**src/sv/stable_priority_queue_assert.svh**
```systemverilog
// assertion macros for the stable priority queue
// used by the top level; depends on a clk and rst in the including scope
`ifndef STABLE_PRIORITY_QUEUE_ASSERT_SVH
`define STABLE_PRIORITY_QUEUE_ASSERT_SVH

// checked only outside reset
`define SPQ_ASSERT(lbl, prop, msg) \
  lbl: assert property (@(posedge clk) disable iff (rst) prop) else $error(msg);

// checked at every edge, reset included
`define SPQ_ASSERT_ALWAYS(lbl, prop, msg) \
  lbl: assert property (@(posedge clk) prop) else $error(msg);

`endif

```
**src/sv/spq_pkg.sv**
```systemverilog
// shared types and constants for the stable priority queue
// no dependencies
package spq_pkg;

  localparam int NAME_W        = 24;
  localparam int PRIO_W        = 8;
  localparam int OCC_W         = 5;
  localparam int DEPTH_DEF     = 16;
  localparam int PRIO_BITS_DEF = 8;

  typedef enum logic {
    ACT_INSERT  = 1'b0,
    ACT_EXECUTE = 1'b1
  } action_t;

  // command word
  typedef struct packed {
    action_t             action;
    logic [NAME_W-1:0]   proc_name;
    logic [PRIO_W-1:0]   priority_req;
  } cmd_word_t;

  // result word
  typedef struct packed {
    logic                popped_valid;
    logic [NAME_W-1:0]   popped_name;
    logic [PRIO_W-1:0]   popped_priority;
    logic                underflow;
    logic                overflow;
    logic [OCC_W-1:0]    occupancy;
  } res_word_t;

  // per-cycle operation broadcast to every cell
  typedef struct packed {
    logic ins;
    logic pop;
  } spq_op_t;

endpackage

```
**src/sv/spq_cell.sv**
```systemverilog
// one slot of the sorted shift chain: holds an entry and trades with its neighbors
// depends on spq_pkg
module spq_cell import spq_pkg::*; #(
  parameter int PRIO_BITS = PRIO_BITS_DEF
) (
  input  logic                 clk,
  input  spq_op_t              op,
  input  logic [NAME_W-1:0]    new_name,
  input  logic [PRIO_BITS-1:0] new_prio,
  input  logic                 occ,
  input  logic                 at_prev,
  input  logic [NAME_W-1:0]    prev_name,
  input  logic [PRIO_BITS-1:0] prev_prio,
  input  logic [NAME_W-1:0]    next_name,
  input  logic [PRIO_BITS-1:0] next_prio,
  output logic                 at,
  output logic [NAME_W-1:0]    name,
  output logic [PRIO_BITS-1:0] prio
);

  // this slot is at or past the insert point: empty, or strictly lower priority
  assign at = occ ? (prio < new_prio) : 1'b1;

  // shift toward head on pop, away from head on insert
  always_ff @(posedge clk) begin
    if (op.pop) begin
      name <= next_name;
      prio <= next_prio;
    end else if (op.ins && at) begin
      if (!at_prev) begin
        name <= new_name;
        prio <= new_prio;
      end else begin
        name <= prev_name;
        prio <= prev_prio;
      end
    end
  end

endmodule

```
**src/sv/stable_priority_queue.sv**
```systemverilog
// Stable priority queue built as a chain of compare-and-shift cells.
// Command channel: cmd_valid / cmd_stall / cmd. A word is taken at a rising
// edge with cmd_valid high and cmd_stall low. An insert places the entry
// behind every stored entry of equal or higher priority; an execute removes
// the head entry.
// Result channel: res_valid / res_stall / res. Exactly one result word per
// command word, held steady while res_stall is high.
// The result is registered and shows in the cycle after acceptance.
// Throughput: one command per cycle while no result is stalled; every cell
// compares its priority with the incoming one in parallel and shifts in the
// same edge, so the only limit is the single result register.
// When the receiver stalls with a result waiting, cmd_stall goes high in the
// same cycle and no further command is taken until the result leaves.
// Reset (synchronous, rst high) empties the queue and drops any pending
// result; slot contents are not cleared and are only read once written.
// Insert into a full queue is refused with overflow set; execute on an
// empty queue reports underflow.
module stable_priority_queue import spq_pkg::*; #(
  parameter int DEPTH     = DEPTH_DEF,
  parameter int PRIO_BITS = PRIO_BITS_DEF
) (
  input  logic      clk,
  input  logic      rst,
  input  logic      cmd_valid,
  output logic      cmd_stall,
  input  cmd_word_t cmd,
  output logic      res_valid,
  input  logic      res_stall,
  output res_word_t res
);

  `include "stable_priority_queue_assert.svh"

  localparam int CNT_W = $clog2(DEPTH + 1);

  logic [CNT_W-1:0]     count;
  logic [CNT_W-1:0]     count_next;
  logic                 accept;
  logic                 full;
  logic                 empty;
  logic                 is_ins;
  spq_op_t              op;
  logic [NAME_W-1:0]    new_name;
  logic [PRIO_BITS-1:0] new_prio;
  logic [PRIO_BITS+PRIO_W-1:0] in_prio_wide;
  logic [PRIO_W+PRIO_BITS-1:0] head_prio_wide;
  logic [OCC_W+CNT_W-1:0]      occ_wide;

  logic [DEPTH-1:0]     occ;
  logic [DEPTH-1:0]     at;
  logic [NAME_W-1:0]    cell_name [DEPTH];
  logic [PRIO_BITS-1:0] cell_prio [DEPTH];

  res_word_t            res_next;

  // handshake and command decode
  assign cmd_stall = res_valid && res_stall;
  assign accept    = cmd_valid && !cmd_stall;
  assign full      = (count == CNT_W'(DEPTH));
  assign empty     = (count == '0);
  assign is_ins    = (cmd.action == ACT_INSERT);
  assign op.ins    = accept && is_ins && !full;
  assign op.pop    = accept && !is_ins && !empty;
  assign new_name  = cmd.proc_name;

  // fit incoming priority to the stored width
  assign in_prio_wide = {{PRIO_BITS{1'b0}}, cmd.priority_req};
  assign new_prio     = in_prio_wide[PRIO_BITS-1:0];

  // the cell chain
  for (genvar i = 0; i < DEPTH; i++) begin : g_cell
    logic                 at_prev;
    logic [NAME_W-1:0]    prev_name;
    logic [PRIO_BITS-1:0] prev_prio;
    logic [NAME_W-1:0]    next_name;
    logic [PRIO_BITS-1:0] next_prio;

    assign occ[i] = (CNT_W'(i) < count);

    if (i == 0) begin : g_head
      assign at_prev   = 1'b0;
      assign prev_name = new_name;
      assign prev_prio = new_prio;
    end else begin : g_body
      assign at_prev   = at[i-1];
      assign prev_name = cell_name[i-1];
      assign prev_prio = cell_prio[i-1];
    end

    if (i == DEPTH - 1) begin : g_tail
      assign next_name = cell_name[i];
      assign next_prio = cell_prio[i];
    end else begin : g_mid
      assign next_name = cell_name[i+1];
      assign next_prio = cell_prio[i+1];
    end

    spq_cell #(
      .PRIO_BITS (PRIO_BITS)
    ) u_cell (
      .clk       (clk),
      .op        (op),
      .new_name  (new_name),
      .new_prio  (new_prio),
      .occ       (occ[i]),
      .at_prev   (at_prev),
      .prev_name (prev_name),
      .prev_prio (prev_prio),
      .next_name (next_name),
      .next_prio (next_prio),
      .at        (at[i]),
      .name      (cell_name[i]),
      .prio      (cell_prio[i])
    );
  end

  // occupancy counter
  always_comb begin
    count_next = count;
    if (op.ins) begin
      count_next = count + 1'b1;
    end else if (op.pop) begin
      count_next = count - 1'b1;
    end
  end

  always_ff @(posedge clk) begin
    if (rst) begin
      count <= '0;
    end else begin
      count <= count_next;
    end
  end

  // result word
  assign head_prio_wide = {{PRIO_W{1'b0}}, cell_prio[0]};
  assign occ_wide       = {{OCC_W{1'b0}}, count_next};

  always_comb begin
    res_next                 = '0;
    res_next.popped_valid    = op.pop;
    res_next.popped_name     = op.pop ? cell_name[0] : '0;
    res_next.popped_priority = op.pop ? head_prio_wide[PRIO_W-1:0] : '0;
    res_next.underflow       = !is_ins && empty;
    res_next.overflow        = is_ins && full;
    res_next.occupancy       = occ_wide[OCC_W-1:0];
  end

  always_ff @(posedge clk) begin
    if (rst) begin
      res_valid <= 1'b0;
    end else if (accept) begin
      res_valid <= 1'b1;
    end else if (!res_stall) begin
      res_valid <= 1'b0;
    end
  end

  always_ff @(posedge clk) begin
    if (accept) begin
      res <= res_next;
    end
  end

  // checks
  `SPQ_ASSERT(a_count_bound, (count <= CNT_W'(DEPTH)), "occupancy beyond depth")
  `SPQ_ASSERT(a_ins_count, (op.ins) |=> (count == $past(count) + 1'b1), "insert lost count")
  `SPQ_ASSERT(a_sorted_head, (count >= 2) |-> (cell_prio[0] >= cell_prio[1]), "head out of order")
  `SPQ_ASSERT_ALWAYS(a_reset_idle, rst |=> !res_valid, "result after reset")

endmodule
```
**config.mk**
```make
export PLATFORM = sky130hd
export DESIGN_NAME = stable_priority_queue
export DESIGN_NICKNAME = d
export VERILOG_FILES = /design/src/sv/spq_pkg.sv /design/src/sv/spq_cell.sv /design/src/sv/stable_priority_queue.sv
export VERILOG_INCLUDE_DIRS = /design/src /design/src/sv
export SDC_FILE = /design/constraint.sdc
export NUM_CORES = 1
export LEC_CHECK = 0
export BUFFER_PORTS_ARGS = -buffer_cell sky130_fd_sc_hd__buf_4
export CORE_AREA = 2 2 188 329
export CTS_CLUSTER_SIZE = 8
export DETAILED_ROUTE_END_ITERATION = 10
export DIE_AREA = 0 0 190 331
export HOLD_SLACK_MARGIN = 0.08
export PLACE_DENSITY = 0.66
export SYNTH_ARGS = -nofsm -noshare
export SYNTH_HDL_FRONTEND = slang
export SYNTH_SLANG_ARGS = --single-unit
```
**constraint.sdc**
```tcl
create_clock -name clk -period 12.25 [get_ports clk]
set_clock_uncertainty 0.2 [all_clocks]
set_input_delay 0.6125 -clock clk [delete_from_list [all_inputs] [get_ports clk]]
set_output_delay 0.6125 -clock clk [all_outputs]
set_load 0.03 [all_outputs]
```
Word level (Yosys, flattened, before mapping)
Index checks and enable logic that the tools add are counted.
{"block": "totals", "regBits": 558, "input_bits": 37, "out_inout_bits": 42, "wordCells": 232}
{"block": "op_classes", "addsub": 2, "order_cmp": 32, "eq_ne": 2, "mux": 110, "n_bitwise": 2, "reduce_logical": 44}
{"operator": "two-way mux 24 bit", "count": 45}
{"operator": "two-way mux 8 bit", "count": 45}
{"operator": "< comparator 8 bit", "count": 16}
{"operator": "< comparator 4 x 5 -> 1 bit (first input constant)", "count": 8}
{"operator": "nonzero test 2 bit", "count": 15}
{"operator": "logical AND 1 bit", "count": 24}
{"operator": "< comparator 3 x 5 -> 1 bit (first input constant)", "count": 4}
{"operator": "two-way mux 1 bit", "count": 18}
{"operator": "< comparator 1 x 5 -> 1 bit (first input constant)", "count": 2}
{"operator": "< comparator 2 x 5 -> 1 bit (first input constant)", "count": 2}
{"operator": "two-way mux 5 bit", "count": 2}
{"operator": "adder 5 x 1 -> 5 bit (second input constant)", "count": 1}
{"operator": "equality test 5 bit (second input constant)", "count": 1}
{"operator": "zero test 5 bit", "count": 1}
{"operator": "subtractor 5 x 1 -> 5 bit (second input constant)", "count": 1}
{"operator": "zero test 1 bit", "count": 3}
{"operator": "!= test 2 x 1 -> 1 bit (second input constant)", "count": 1}
{"operator": "NOT 1 bit", "count": 2}
{"operator": "AND reduction 2 bit", "count": 1}

Longest topological paths before layout
Gate-level depths: netlist (run 1).
{"block": "depth", "word_depth": 8, "ltp_mapped": 10, "depth_no_buf": 7}

Hierarchy
A second synthesis (run 1) with hierarchy kept.
{"block": "unflattened", "hier_cells": 2845, "hier_area_um2": 31798.0}
{"module": "spq_cell (g_cell[0].u_cell ...)", "instances": 12, "cells_each": 167, "area_per_inst_um2": 1859.3, "seq_area_each_um2": 960.9}
{"module": "spq_cell (g_cell[6].u_cell ...)", "instances": 4, "cells_each": 167, "area_per_inst_um2": 1844.3, "seq_area_each_um2": 960.9}
{"module": "stable_priority_queue", "instances": 1, "cells_each": 173, "area_per_inst_um2": 2109.5, "seq_area_each_um2": 1321.3}

Worst setup path before layout (run 1)
Ideal clock, no wire load.
{"block": "synth_path", "path_kind": "input-to-reg", "from": "input port cmd_valid", "to": "register g_cell[10].u_cell.name[0], enable pin", "setup_ns": 0.432, "arrival_ns": 3.932, "t_required_ns": 11.618, "path_slack_ns": 7.686, "stages": 5, "n_path_buf": 1, "cell_sequence": "a21bo_2 inv_1 o21ai_1 clkbuf_1 a21oi_1"}
{"block": "synth_via", "elab_chain_len": 5, "elab_cells_between_ends": 7, "classes_between": "reduce/logical: 7"}
{"element": "from (decl)", "line": "stable_priority_queue.sv:24", "rtl": "input logic cmd_valid,"}
{"element": "logical AND 1 bit *", "line": "stable_priority_queue.sv:58", "rtl": "assign accept = cmd_valid && !cmd_stall;"}
{"element": "via accept", "line": "stable_priority_queue.sv:38", "rtl": "logic accept;"}
{"element": "logical AND 1 bit (2 in series)", "line": "stable_priority_queue.sv:62", "rtl": "assign op.ins = accept && is_ins && !full;"}
{"element": "logical AND 1 bit", "line": "spq_cell.sv:29", "rtl": "end else if (op.ins && at) begin"}
{"element": "nonzero test 2 bit (no line) *"}
{"element": "to (signal assigned)", "line": "spq_cell.sv:27", "rtl": "name <= next_name;"}
{"element": "to (signal assigned)", "line": "spq_cell.sv:31", "rtl": "name <= new_name;"}
{"element": "to (signal assigned)", "line": "spq_cell.sv:34", "rtl": "name <= prev_name;"}
{"element": "to (decl)", "line": "spq_cell.sv:17", "rtl": "output logic [NAME_W-1:0] name,"}
Mark *: on every way through the listed nets, which the timed path passes. The rest lies on a longest branch.
A chain may end at the register's enable or synchronous reset.

Worst setup path in the final report (run 1)
{"block": "layout_path", "from": "register count[4]", "to": "register g_cell[11].u_cell.prio[7] (data pin)"}
{"block": "layout_via", "elab_chain_len": 5, "elab_cells_between_ends": 8, "classes_between": "order compare: 1; mux: 4; reduce/logical: 3"}
{"element": "from (decl)", "line": "stable_priority_queue.sv:36", "rtl": "logic [CNT_W-1:0] count;"}
{"element": "from (signal assigned)", "line": "stable_priority_queue.sv:131", "rtl": "count <= count_next;"}
{"element": "< comparator 4 x 5 -> 1 bit", "line": "stable_priority_queue.sv:78", "rtl": "assign occ[i] = (CNT_W'(i) < count);"}
{"element": "two-way mux 1 bit", "line": "spq_cell.sv:22", "rtl": "assign at = occ ? (prio < new_prio) : 1'b1;"}
{"element": "two-way mux 8 bit", "line": "spq_cell.sv:30", "rtl": "if (!at_prev) begin"}
{"element": "two-way mux 8 bit", "line": "spq_cell.sv:29"}
{"element": "two-way mux 8 bit *", "line": "spq_cell.sv:26", "rtl": "if (op.pop) begin"}
{"element": "to (signal assigned)", "line": "spq_cell.sv:28", "rtl": "prio <= next_prio;"}
{"element": "to (signal assigned)", "line": "spq_cell.sv:32", "rtl": "prio <= new_prio;"}
{"element": "to (signal assigned)", "line": "spq_cell.sv:35", "rtl": "prio <= prev_prio;"}
{"element": "to (decl)", "line": "spq_cell.sv:18", "rtl": "output logic [PRIO_BITS-1:0] prio"}
Every way passes the cells marked *; elsewhere a longest branch is shown, timed or not. The select of a mux whose other input is x is not followed.

==> impl_metrics.toml, run 1 <==
[final_layout]
area_delta_synth_final_pct = 11.1
layout-drive-gt1-share_pct = 10.7
fillers = 5154
n_antenna_cell = 0
final_area_um2 = 33100
nets = 2848

[floorplan]
start_util_pct = 49.7
core_area_um2 = 60000
rows = 119
dieArea_um2 = 62900
die_x_um = 190
die_h_um = 331
io_pins = 79

[yosys]
synth_area_leader_cell = "edfxtp_1"
syn-instance-count = 2748
synth_warnings = 0
syn_nets = 2901
synthDistinctLibCells = 50
postSynthAreaPerCell_um2 = 10.9
yosysTopAreaCellShare_pct = 55.6
synth_flop_cell = "edfxtp_1"
syn_area_um2 = 29800
synth.area.top_cells = "edfxtp_1 56%, o211ai_1 7.3%, nand2_1 7.2%"
yosys_register_bits = 558
synth_edf_count = 552
async_reset_ff_share_pct = 0
seq_area_frac_synth_pct = 56.0

[clocking]
h-tree-depth = 3
cts_resized = 0
numClockSinks = 558
clockRootBuffer = "clkbuf_16"
post_cts_buffers = 0
cts_tree = "done"
cts_buffers = 79
clock_latency_ps = 610
hold_buffers = 3
clock_path_buffers = 3
clk_pin_slew_ps = 60

[hold_path]
min_to = "g_cell[15].u_cell.name[13]"
min_path_cells = 2
hp-start = "cmd[21]"
hold_path_class = "input port to flop"

[drt]
routedWlPerCell_um = 26.4
drt_pass1_iterations = 5
drtIter0Drc = 2164
routed_wl_mm = 92.6
ant_nets = 0
num_vias = 23000
routed_via_density = 6.58
drc_errors = 0

[global_routing]
grt_pass1_vias = 24200
grt_max_degree = 214
grt-ovfl-total = 0
track_usage_pct = 29.3
antenna_found_initial = 0
grt_pass1_wl_mm = 140

[critical_path]
crit_chain = "nor3_2 -> buf_4 -> a211o_4 -> inv_8 -> buf_4 -> nor2_1 -> a221o_1"
worst_path_max_delay_cell = "buf_4"
crit_top_cell = "buf_4"
reg2reg_slack_ps = 7840
timing.rr.start = "count[4]"
reg2reg_depth = 7
max_stage_delay_ps = 800
cp_max_fo = 157
start_kind = "flop"
cp-end-kind = "flop"
crit_arrival_ps = 4560
critPathKind = "flop to flop"
worst_ep_required_time_ps = 12400
timing.rr.end = "g_cell[11].u_cell.prio[7]"

[power]
p_int_mw = 4.64
swShare_pct = 33.6
peakVddDrop_uv = 118
p_switching_mw = 2.35
clock_power_share_pct = 28.4
power.leakage_nw = 12.1
power_density_nw_per_um2 = 211
share_comb_of_total_power_pct = 27.6
seq_power_share_pct = 44.0

[timing]
min_period_over_period_pct = 36.0
fin_setup_tns_ps = 0
finalHoldViolCount = 0
drv_slew = 0
tightest_slew_ps = 1240
fmax_mhz = 227
finalCriticalPeriod_ps = 4410
relSlewSlack_pct = 17.1
setup_viol = 0
rsz0062_at_grt = "no"

[placed_design]
io_buffer_count = 78
dpl_cell_area_um2 = 31000
dp_hpwl_mm = 64.1
gp_congestion = 0.889

[flow_run]
drv_cap = 0

[status]
status = "complete, no violations"
==> critical path: cells and delay by family, from the launching register on <==
| kind | cells | cell delay, ps |
|---|---|---|
| buffers and inverters | 3 | 1670 |
| AO/OA/AOI/OAI | 2 | 910 |
| flip-flops | 1 | 670 |
| AND/OR/NAND/NOR | 2 | 510 |
==> routing by layer <==
metal / GRT usage (%) / vias up / wire length (um)
met4: 24.4 / 0 / 8690
met5: 0 / - / 0
met2: 55.1 / 841 / 50100
met1: 28.5 / 11400 / 30300
li1: - / 10400 / -
met3: 3.27 / 378 / 3440
==> cell usage after synthesis (11+ instances only) <==
cell      count
a21oi_1     209
a221o_1     192
and2_1       63
buf_1        35
buf_2        61
buf_4        13
clkbuf_1    150
edfxtp_1    552
ha_1        116
inv_1        14
mux2_2       32
nand2_1     574
nand2b_1     24
nand3_1     227
nand4_1      12
nor2_1       68
o211ai_1    289
o21a_1       11
o21ai_0      22
==> flip-flops by register name (all words and copies together), names as in the netlist <==
signal	cells
res	40
g_cell.u_cell.name	384
g_cell.u_cell.prio	128
count	5
res_valid	1
==> power by group through the flow <==
stage	Sequential [mW]	Combinational (mW)	Clock, mW
floorplan	2.97	1.37	0
global placement	3.09	1.84	0
detailed placement	3.10	1.91	0
CTS	3.07	1.92	2.00
global route	3.10	2.12	2.07
finish	3.07	1.93	1.98
==> per-stage QoR <==
stage	power, mW	cells	worst slack, ps	hold slack [ps]	util [%]
floorplan	4.34	2748	7690	310	-
global placement	4.93	3397	7870	337	51.6
CTS	6.99	3501	7950	109	55.2
finish	6.99	3501	7840	128	55.2
detailed placement	5.01	3397	7780	339	51.6
global route	7.29	3501	7620	126	55.2
==> worst max-delay path by stage <==
stage              start                        end  slack, ps  depth (start not counted)
2_1_floorplan  cmd_valid  g_cell[10].u_cell.name[0]       7690                          5
3_3_place_gp      cmd[1]   g_cell[1].u_cell.name[9]       7870                         10
3_5_place_dp      cmd[1]   g_cell[6].u_cell.name[8]       7780                          9
4_1_cts         count[4]  g_cell[11].u_cell.prio[7]       7950                          7
5_1_grt         count[4]  g_cell[11].u_cell.prio[7]       7620                          7
6_report        count[4]  g_cell[11].u_cell.prio[7]       7840                          7
==> kinds of logic (layout without fill, tap and decap cells) <==
kind of cell,count (synthesis),count (layout),synth area share [%]
fa+ha+maj,116,116,4.87
compound gates,772,772,19.4
buf+inv,281,248,4.13
flops,558,558,56.0
xor+xnor,4,4,0.117
simple gates,984,984,14.3
mux,33,33,1.24
==> cell type report <==
cell class              instances  area, um2  area share, %
clock buffers                  96       2080           6.29
clock inverters                 5       38.8          0.117
inverters                      15       63.8          0.193
multi-input cells            1909      12200           37.0
flip-flops and latches        558      16700           50.4
well taps                     786        983           2.97
repair buffers                132       1020           3.09
==> layout by cell type (no fill, tap or decap), types with 11 or more instances in the layout <==
cell and count:
nand2_1 574, a221o_1 192, nand2b_1 24, nand4_1 12, nor2_1 60, o21ai_0 22, o211ai_1 289, ha_1 116
mux2_2 32, and2_1 63, inv_1 13, a21oi_1 200, o21a_1 11, nand3_1 227, clkbuf_1 15, clkbuf_16 81
edfxtp_1 552, buf_4 127
Note: power is estimated with default switching activity, not from simulation.
==> run 2: changes to the inputs <==
- clock period: 12.25 -> 4.14 ns (I/O delays scaled with it)
==> run 2 against run 1 <==
Critical path depth shrank 1; maximum frequency rose by 23%; sequential cell count is the same; routed wire length down 1.7%; sequential share of layout area shrank 0.83 points; power increased to 3.0 times the previous value; sequential power increased to 3.0 times the previous value; utilization is 0.93 points higher; via count up 0.56%; clock-buffer cell count down 3; worst setup slack got worse by 7300 ps; critical endpoint is now g_cell[1].u_cell.name[6]; largest power group unchanged.
==> impl_metrics.toml, run 2 (same netlist as run 1, synthesis figures left out) <==
[critical_path]
cp-end-kind = "flop"
reg2reg_depth = 6
crit_arrival_ps = 3690
cp_max_fo = 229
start_kind = "flop"
critPathKind = "flop to flop"
worst_ep_required_time_ps = 4260

[hold_path]
min_path_cells = 3
hold_path_class = "input port to flop"

[global_routing]
grt_max_degree = 230
grt_pass1_wl_mm = 138
antenna_found_initial = 0
track_usage_pct = 28.8
grt_pass1_vias = 24700
grt-ovfl-total = 0

[clocking]
cts_resized = 0
cts_buffers = 79
clk_pin_slew_ps = 50
clock_path_buffers = 3
numClockSinks = 558
clock_latency_ps = 620
h-tree-depth = 3
post_cts_buffers = 0
clockRootBuffer = "clkbuf_16"
cts_tree = "done"

[floorplan]
core_area_um2 = 60000
dieArea_um2 = 62900
rows = 119
die_h_um = 331
start_util_pct = 49.7
die_x_um = 190
io_pins = 79

[final_layout]
nets = 2903
area_delta_synth_final_pct = 13.0
mostFrequentLayoutCells = "574 x nand2_1, 552 x edfxtp_1, 289 x o211ai_1"
final_area_um2 = 33700
layout-drive-gt1-share_pct = 11.2
n_antenna_cell = 0
largest_reg_flops = 384
reg_top3 = "g_cell.u_cell.name (384), g_cell.u_cell.prio (128), res (40)"
fin_cells = 3553
layout_commonest_cell = "nand2_1"
top_register = "g_cell.u_cell.name"

[timing]
fmax_mhz = 280
rsz0062_at_grt = "no"
drv_slew = 0
tightest_slew_ps = 1190
setup_viol = 0
finalHoldViolCount = 0
relSlewSlack_pct = 20.7
min_period_over_period_pct = 86.4
finalCriticalPeriod_ps = 3580

[placed_design]
gp_congestion = 0.858
io_buffer_count = 78
dpl_cell_area_um2 = 31200
dp_hpwl_mm = 64.1
dpl.cell_count = 3418

[power]
power.leakage_nw = 12.4
power_density_nw_per_um2 = 614
peakVddDrop_uv = 353

[drt]
routed_via_density = 6.52
routedWlPerCell_um = 25.6
num_vias = 23200
dr_wl_met2_mm = 49.6
met1_length_mm = 30.2
ant_nets = 0
drtIter0Drc = 2078
wl_met3_mm = 3.31
routed_wl_mm = 91.0
drc_errors = 0
drt_pass1_iterations = 8
highest_layer = "met4"

[status]
status = "complete, no violations"

[flow_run]
drv_cap = 0
run 2: cell types whose count changed in the layout (fill, tap and decap cells not counted), sizes merged:
cell	delta
inv	-1
clkbuf	-3
dlygate4sd3	+34
buf	+21
clkinv	+1
run 2: repair_timing:
action / in CTS / in global routing
hold buffers: 37 / 0
endpoints found under the hold margin: 44 / 0
setup endpoints to repair: 0 / 0
run 2: final cells by class:
cell class	instances	area (um2)
clock buffer	93	2050
clock inverter	5	46.3
inverter	15	63.8
fill	5188	26300
multi-input combinational	1909	12300
sequential	558	16700
timing repair buffer	187	1600
tap	786	983
run 2: per-layer routing:
layer / track usage (%) / up-vias
met2: 54.2 / 839
met5: 0 / -
met3: 3.21 / 359
li1: - / 10500
met4: 23.3 / 0
met1: 28.3 / 11400
run 2: where the power goes:
group | total, mW | leakage, nW | switching (mW) | internal, mW
clock | 5.85 | 1.02 | 2.41 | 3.44
combinational | 5.74 | 6.04 | 3.59 | 2.16
sequential | 9.09 | 5.30 | 0.914 | 8.17
run 2: critical path: stages (launching register included):
cell and delay [ps]:
dfxtp_1 540, inv_1 160, ha_1 300, a211o_4 510
buf_12 320, a21oi_4 650, buf_12 240
run 2: final timing paths:
kind | slack (ps) | end | from
worst max-delay path | 560 | g_cell[1].u_cell.name[6] | count[0]
worst min-delay path | 160 | count[0] | rst
worst max register to register | 560 | g_cell[1].u_cell.name[6] | count[0]
worst min register to register | 340 | g_cell[14].u_cell.name[23] | g_cell[15].u_cell.name[23]
run 2: metrics by stage:
stage	hold slack [ps]	utilization (%)	worst slack, ps	setup TNS (ps)	power (mW)
6_report	156	56.1	563	0	20.7
5_1_grt	172	56.1	352	0	21.6
4_1_cts	133	56.1	645	0	20.7
3_5_place_dp	233	52.0	658	0	14.9
3_3_place_gp	222	52.0	823	0	14.6
2_1_floorplan	78.6	-	-232	-20390	12.8
==> run 3: changes to the inputs <==
- ABC_AREA: unset -> 1
- CAP_MARGIN: unset -> 30
- CORE_AREA: 2 2 188 329 -> 2 2 199 347
- DIE_AREA: 0 0 190 331 -> 0 0 201 349
- REMOVE_ABC_BUFFERS: unset -> 1
==> run 3 against run 2 <==
Global-route usage grew 3.7 points; clock-buffer cell count decreased by 3; synthesized cell count up 55%; first-iteration DRC count rose by 40%; sequential share of layout area down 5.1 points; largest power group unchanged; sequential cell count unchanged; power is 23% higher; area after synthesis grew 12%; critical path type unchanged; routed wire length is 26% higher; cell count increased by 46%; die area up 12%.
==> impl_metrics.toml, run 3 <==
[hold_path]
min_path_cells = 3
hold_path_class = "input port to flop"

[yosys]
synthXorXnorAreaFrac_pct = 0.0262
synth.area.top_cells = "edfxtp_1 50%, nand2_1 18%, nand3_1 14%"
synth_compound_area_share_pct = 2.20
synth_edf_count = 552
yosysTopAreaCellShare_pct = 49.7
yosysMostFrequentCell = "nand2_1"
synthDistinctLibCells = 31
synth_area_leader_cell = "edfxtp_1"
postSynthAreaPerCell_um2 = 7.85
synth_flop_cell = "edfxtp_1"
seq_area_frac_synth_pct = 50.0
synth_warnings = 0
synth_fa_ha_area_share_pct = 4.35
yosys.area_share.simple_pct = 33.3
async_reset_ff_share_pct = 0
syn_area_um2 = 33400
syn-instance-count = 4249
muxShareOfSynthArea_pct = 0
yosys_register_bits = 558
synthTopCellsByCount = "1631 x nand2_1, 937 x nand3_1, 552 x edfxtp_1"
synth_top_family_by_area = "simple AND/OR/NAND/NOR gates"

[floorplan]
start_util_pct = 49.6
die_h_um = 349
die_x_um = 201
core_area_um2 = 67300
dieArea_um2 = 70100
io_pins = 79
rows = 126

[placed_design]
dp_hpwl_mm = 78.9
io_buffer_count = 78
gp_congestion = 0.962
dpl_worst_slack_ps = 600

[critical_path]
cp_max_fo = 22
worst_ep_required_time_ps = 4260
crit_arrival_ps = 3690
crit_cells = 8
max_stage_delay_ps = 850
cp-end-kind = "flop"
critPathKind = "flop to flop"
cp_num_buf_inv = 3
crit_chain = "inv_2 -> ha_1 -> nand3_1 -> nand3_1 -> nand2_1 -> inv_2 -> a31oi_4 -> buf_4"
start_kind = "flop"
critPathTopFamily = "compound AO/OA/AOI/OAI gates"
worst_path_max_delay_cell = "a31oi_4"
reg2reg_depth = 8

[final_layout]
largest_reg_flops = 384
fillers = 6362
nets = 4423
top_register = "g_cell.u_cell.name"
layout-drive-gt1-share_pct = 7.28
mostFrequentLayoutCells = "1631 x nand2_1, 937 x nand3_1, 552 x edfxtp_1"
layout_commonest_cell = "nand2_1"
reg_top3 = "g_cell.u_cell.name (384), g_cell.u_cell.prio (128), res (40)"
n_antenna_cell = 0
area_delta_synth_final_pct = 12.6

[timing]
rsz0062_at_grt = "no"
fmax_mhz = 280
drv_slew = 0
tightest_slew_ps = 1060
min_period_over_period_pct = 86.3
fin_setup_tns_ps = 0
whs_ps = 140
setup_slack_ps = 567
finalHoldViolCount = 0
finalCriticalPeriod_ps = 3570
setup_viol = 0
relSlewSlack_pct = 29.3

[global_routing]
antenna_found_initial = 0
grt_pass1_wl_mm = 174
grt_max_degree = 139
grt_pass1_vias = 29500
grt-ovfl-total = 0
track_usage_pct = 32.5

[drt]
num_vias = 29500
routed_wl_mm = 115
routed_via_density = 5.70
ant_nets = 0
drc_errors = 0
drtIter0Drc = 2903
drt_pass1_iterations = 6
routedWlPerCell_um = 22.2

[power]
p_switching_mw = 10.3
power.leakage_nw = 18.0
share_comb_of_total_power_pct = 37.9
swShare_pct = 40.5
seq_power_share_pct = 38.9
peakVddDrop_uv = 388
p_int_mw = 15.1
clock_power_share_pct = 23.2
power_density_nw_per_um2 = 676

[clocking]
cts_tree = "done"
clock_latency_ps = 640
cts_resized = 0
numClockSinks = 558
clk_pin_slew_ps = 50
clockRootBuffer = "clkbuf_16"
h-tree-depth = 3
clock_path_buffers = 3
cts_buffers = 79

[status]
status = "complete, no violations"

[flow_run]
drv_cap = 0
## run 3: worst register-to-register path, cell delays in order, from the launching register on
cell	delay (ps)
dfxtp_1	470
inv_2	150
ha_1	260
nand3_1	130
nand3_1	280
nand2_1	230
inv_2	320
a31oi_4	860
buf_4	360
## run 3: power by group through the flow
stage	sequential [mW]	clock (mW)	combinational, mW
6_report	9.88	5.90	9.61
5_1_grt	10.0	6.13	10.6
4_1_cts	9.85	5.92	9.48
3_5_place_dp	9.95	0	9.41
3_3_place_gp	9.93	0	9.12
2_1_floorplan	9.66	0	6.18
## run 3: cell families after synthesis
family | count (synthesis)
flops | 558
buf+inv | 813
simple gates | 2634
fa+ha+maj | 116
xor+xnor | 1
compound gates | 127
## run 3: final timing paths
path	slack (ps)	from	to
hold / removal	140	rst	count[2]
setup reg to reg	570	count[0]	g_cell[13].u_cell.name[12]
hold reg to reg	310	g_cell[15].u_cell.name[5]	g_cell[14].u_cell.name[5]
setup / recovery	570	count[0]	g_cell[13].u_cell.name[12]
## run 3: stage by stage
| stage | total power, mW | std cells | utilization, % | cell area, um2 |
|---|---|---|---|---|
| floorplan | 15.8 | 3966 | - | 32000 |
| global placement | 19.1 | 5043 | 51.9 | 34900 |
| detailed placement | 19.4 | 5049 | 52.1 | 35100 |
| CTS | 25.3 | 5179 | 55.8 | 37600 |
| global route | 26.8 | 5179 | 55.8 | 37600 |
| finish | 25.4 | 5179 | 55.8 | 37600 |
## run 3: layer usage
metal	global-route usage (%)	up-vias	routed length, um
met5	0	-	0
met4	23.0	0	8710
met3	5.02	383	8630
met2	57.5	1450	57500
met1	35.5	13900	40100
li1	-	13800	-
## run 3: timing repair
item	in CTS	in global routing
hold endpoints to repair	82	0
buffers inserted	0	0
hold buffers	36	0
## run 3: final cells by class
cell class	count	area, um2	area share [%]
Sequential cell	558	16700	44.4
Tap cell	896	1120	2.98
Multi-Input combinational cell	2878	13600	36.1
Clock buffer	90	2060	5.49
Timing Repair Buffer	223	2090	5.56
Clock inverter	4	45.0	0.120
Inverter	530	2000	5.32
